$ cat src/rtl/bwes_ram.sv
// Generic single-port synchronous RAM with registered read.
// Holds the path matrices of the search core; no dependencies.
module bwes_ram #(
   parameter int WIDTH = 144,
   parameter int DEPTH = 23
) (
   input  logic                     clock,
   input  logic                     we,
   input  logic [$clog2(DEPTH)-1:0] addr,
   input  logic [WIDTH-1:0]         wdata,
   output logic [WIDTH-1:0]         rdata
);

   logic [WIDTH-1:0] mem_ff [DEPTH];
   logic [WIDTH-1:0] rdata_ff;

   // write and registered read
   always_ff @(posedge clock) begin
      if (we) begin
         mem_ff[addr] <= wdata;
      end
      rdata_ff <= mem_ff[addr];
   end

   assign rdata = rdata_ff;

endmodule

$ cat config.mk
export PLATFORM = sky130hd
export DESIGN_NAME = bwes_ram
export DESIGN_NICKNAME = d
export VERILOG_FILES = /design/src/rtl/bwes_ram.sv
export SDC_FILE = /design/constraint.sdc
export NUM_CORES = 2
export LEC_CHECK = 0
export BUFFER_PORTS_ARGS = -buffer_cell sky130_fd_sc_hd__buf_4
export CAP_MARGIN = 10
export CELL_PAD_IN_SITES_DETAIL_PLACEMENT = 1
export CELL_PAD_IN_SITES_GLOBAL_PLACEMENT = 1
export CORE_MARGIN = 4
export CORE_UTILIZATION = 49
export DETAILED_ROUTE_END_ITERATION = 16
export PLACE_DENSITY_LB_ADDON = 0.1
export SLEW_MARGIN = 10
export SYNTH_ARGS = -nofsm -noshare
export SYNTH_HDL_FRONTEND = slang
export SYNTH_SLANG_ARGS = --single-unit
$ cat constraint.sdc
create_clock -name clock -period 7.3 [get_ports clock]
set_input_delay 0 -clock clock [delete_from_list [all_inputs] [get_ports clock]]
set_output_delay 0 -clock clock [all_outputs]
set_load 0.005 [all_outputs]
==> reports/metrics.yaml <==
run_status:
  status: "finished clean"
global_route:
  overflow: 0
  grt_max_degree: 143
  grt_use_total_pct: 25.0
  grt_pass1_wl_um: 493000
  grt_pass1_vias: 68600
  antenna_found_initial: 26
power:
  peakVddDrop_mv: 0.277
  power_switching_mw: 8.75
  p_leak_nw: 50.3
  p_int_mw: 33.3
  seq_power_share_pct: 52.8
  power.share.clock_pct: 42.6
  swShare_pct: 20.8
  p_per_area_nw_per_um2: 282
  p_comb_share_pct: 4.6
drt:
  routed_via_density: 5.98
  vias: 65500
  wire_per_inst_um: 31.2
  drtIter0Drc: 6578
  drcViolationCount: 0
  drt_pass1_iterations: 6
  ant_nets: 0
  drt-total-wl_um: 341000
critical_path:
  cp_slowest_cell: "buf_4"
  rr_worst_depth: 4
  startpoint: "addr[1]"
  max_stage_delay_ns: 0.90
  worst-path-max-fanout: 84
  r2r_slack_ns: 5.76
  crit_path_end_kind: "flop"
  startpoint_type: "input pin"
  critPathKind: "in -> reg"
  crit_path_end: "mem_ff[19][125]"
  cp.depth: 7
  crit_top_cell: "buf_4"
  cp.buffers_inverters: 5
  crit_chain: "dlygate4sd3_1, buf_16, buf_4, nand3_1, nor2_4, buf_4, buf_4"
  crit_required_ns: 7.84
  r2r-start: "mem_ff[15][121]"
  arrival_ns: 4.35
  r2r_end: "rdata[121]"
  cp_top_family: "buffers and inverters"
synth:
  async_flop_share_pct: 0
  synth_top_flop_cell: "edfxtp_1"
  ys_ff_latch: 3456
  synth_area_per_cell_um2: 19.9
  netlist.area_leader.share_pct: 77.5
  ys_types: 30
  netlist_instances: 6452
  ys_seq_area_share_pct: 79.7
  synth_edf_count: 3312
  syn-cell-area_um2: 128000
  ys.warnings.count: 0
  synth_area_leaders: "edfxtp_1 (77%), mux2i_1 (7.9%), mux4_2 (5.1%)"
  syn_nets: 6603
  yosys.area.top_type: "edfxtp_1"
place:
  dp.cells: 10000
  port_buffers: 294
  place.detailed.hpwl_um: 158000
  gp_congestion: 0.717
timing:
  rsz0062_at_grt: "no"
  hold_viol_final: 0
  fin_crit_ns: 3.81
  tns_ns: 0
  max_freq_mhz: 263
  report.final.setup_viol: 0
  worst_slew_pin_slew_ns: 1.21
  clock_skew_ns: 0.0572
  maxSlewViolCount: 0
  slew_headroom_pct: 19.4
  fin_crit_sh_pct: 52.1
clock_network:
  post_cts_buffers: 0
  clock_tree.root_cell: "clkbuf_16"
  clk_latency_ns: 0.96
  cts_resized: 0
  cts_buffer_depth: 4
  clk_pin_slew_ns: 0.06
  cts_tree: "done"
  hold_buffers: 283
  cts.sinks: 3456
  htreeDepth: 5
  cts_buffers: 368
die:
  die_width_um: 520
  rows: 187
  fp.dieArea_um2: 270000
  io_pins: 295
  die_h_um: 520
  start_util_pct: 49.3
  fp.coreArea_um2: 260000
cells_and_area:
  layout_commonest_cell: "edfxtp_1"
  most-common-layout-cells: "edfxtp_1 (3312), mux2i_1 (1008), o22ai_1 (412)"
  final_cells: 11000
  fin_nets: 7310
  syn_to_final_growth_pct: 16.2
  drive_gt1_share_pct: 17.0
  num-fill-cells: 22400
hold_path:
  min-delay-path-class: "in -> reg"
  hp-start: "wdata[64]"
flow_run:
  cap_viol_max_count: 0
## how the worst min path moves through the flow
stage	end	slack, ns	depth (start not counted)
6_report	mem_ff[9][64]	0.07	2
5_1_grt	mem_ff[7][64]	0.02	2
4_1_cts	mem_ff[9][54]	0.0007	2
3_5_place_dp	mem_ff[18][143]	0.35	1
3_3_place_gp	mem_ff[10][29]	0.35	1
2_1_floorplan	mem_ff[0][0]	0.1	0
## Yosys cell counts, types with 3 or more instances
cell,count
edfxtp_1,3312
mux4_2,288
dfxtp_1,144
mux2i_1,1008
a31oi_1,36
nor3_1,108
nand3_1,145
o22ai_2,20
o22ai_1,412
buf_4,12
buf_6,16
buf_1,5
a22oi_1,144
clkbuf_1,145
nand2b_1,108
nand2_1,145
nand3b_1,4
buf_2,182
nor2_1,60
nand4bb_1,3
o21ai_0,144
## through the flow
step                setup slack, ns  total power, mW  area, um^2  hold WS (ns)  util, %
floorplan                    -0.518             23.5      128000        0.0989        -
global placement               3.19             24.4      135000         0.346     51.8
detailed placement             3.13             24.4      135000         0.353     51.8
CTS                            3.50             42.4      149000      0.000715     57.3
global route                   3.32             43.4      149000        0.0229     57.3
finish                         3.49             42.0      149000        0.0730     57.3
## final cells by class
type | instances | area, um^2 | area share, %
antenna | 11 | 27.5 | 0.0185
multi-input combinational | 2636 | 24600 | 16.5
clock inverter | 150 | 1320 | 0.883
clock buffer | 510 | 10200 | 6.83
tap | 3496 | 4370 | 2.93
timing repair buffer | 697 | 6330 | 4.25
sequential | 3456 | 102000 | 68.6
## sequential cells by signal (all words and copies together) (netlist names)
signal,flops
mem_ff,3312
rdata,144
## kinds of logic after synthesis
| kind of cell | Yosys count | share of synthesized area [%] |
|---|---|---|
| and+or+nand+nor | 584 | 2.24 |
| AOI/OAI and AO/OA | 756 | 3.78 |
| DFF | 3456 | 79.7 |
| muxes | 1296 | 12.9 |
| buffers and inverters | 360 | 1.36 |
## power groups by stage
stage / Combinational (mW) / Clock, mW / Sequential, mW
after floorplan: 0.929 / 0 / 22.6
after global placement: 1.76 / 0 / 22.6
after detailed placement: 1.81 / 0 / 22.6
after CTS: 1.95 / 18.2 / 22.2
after global routing: 2.08 / 19.1 / 22.2
final: 1.93 / 17.9 / 22.2
## metal layers
layer	part of all wire, %	GRT usage (%)	wire length [um]	vias to the layer above
met5	0.0064	0	22	-
met4	2.4	6.13	8260	4
met3	5.4	3.55	18300	547
met2	49	41.1	167000	1961
met1	43	35.8	148000	35200
li1	-	-	-	27800
No activity file was read; power rests on OpenSTA's default activity.
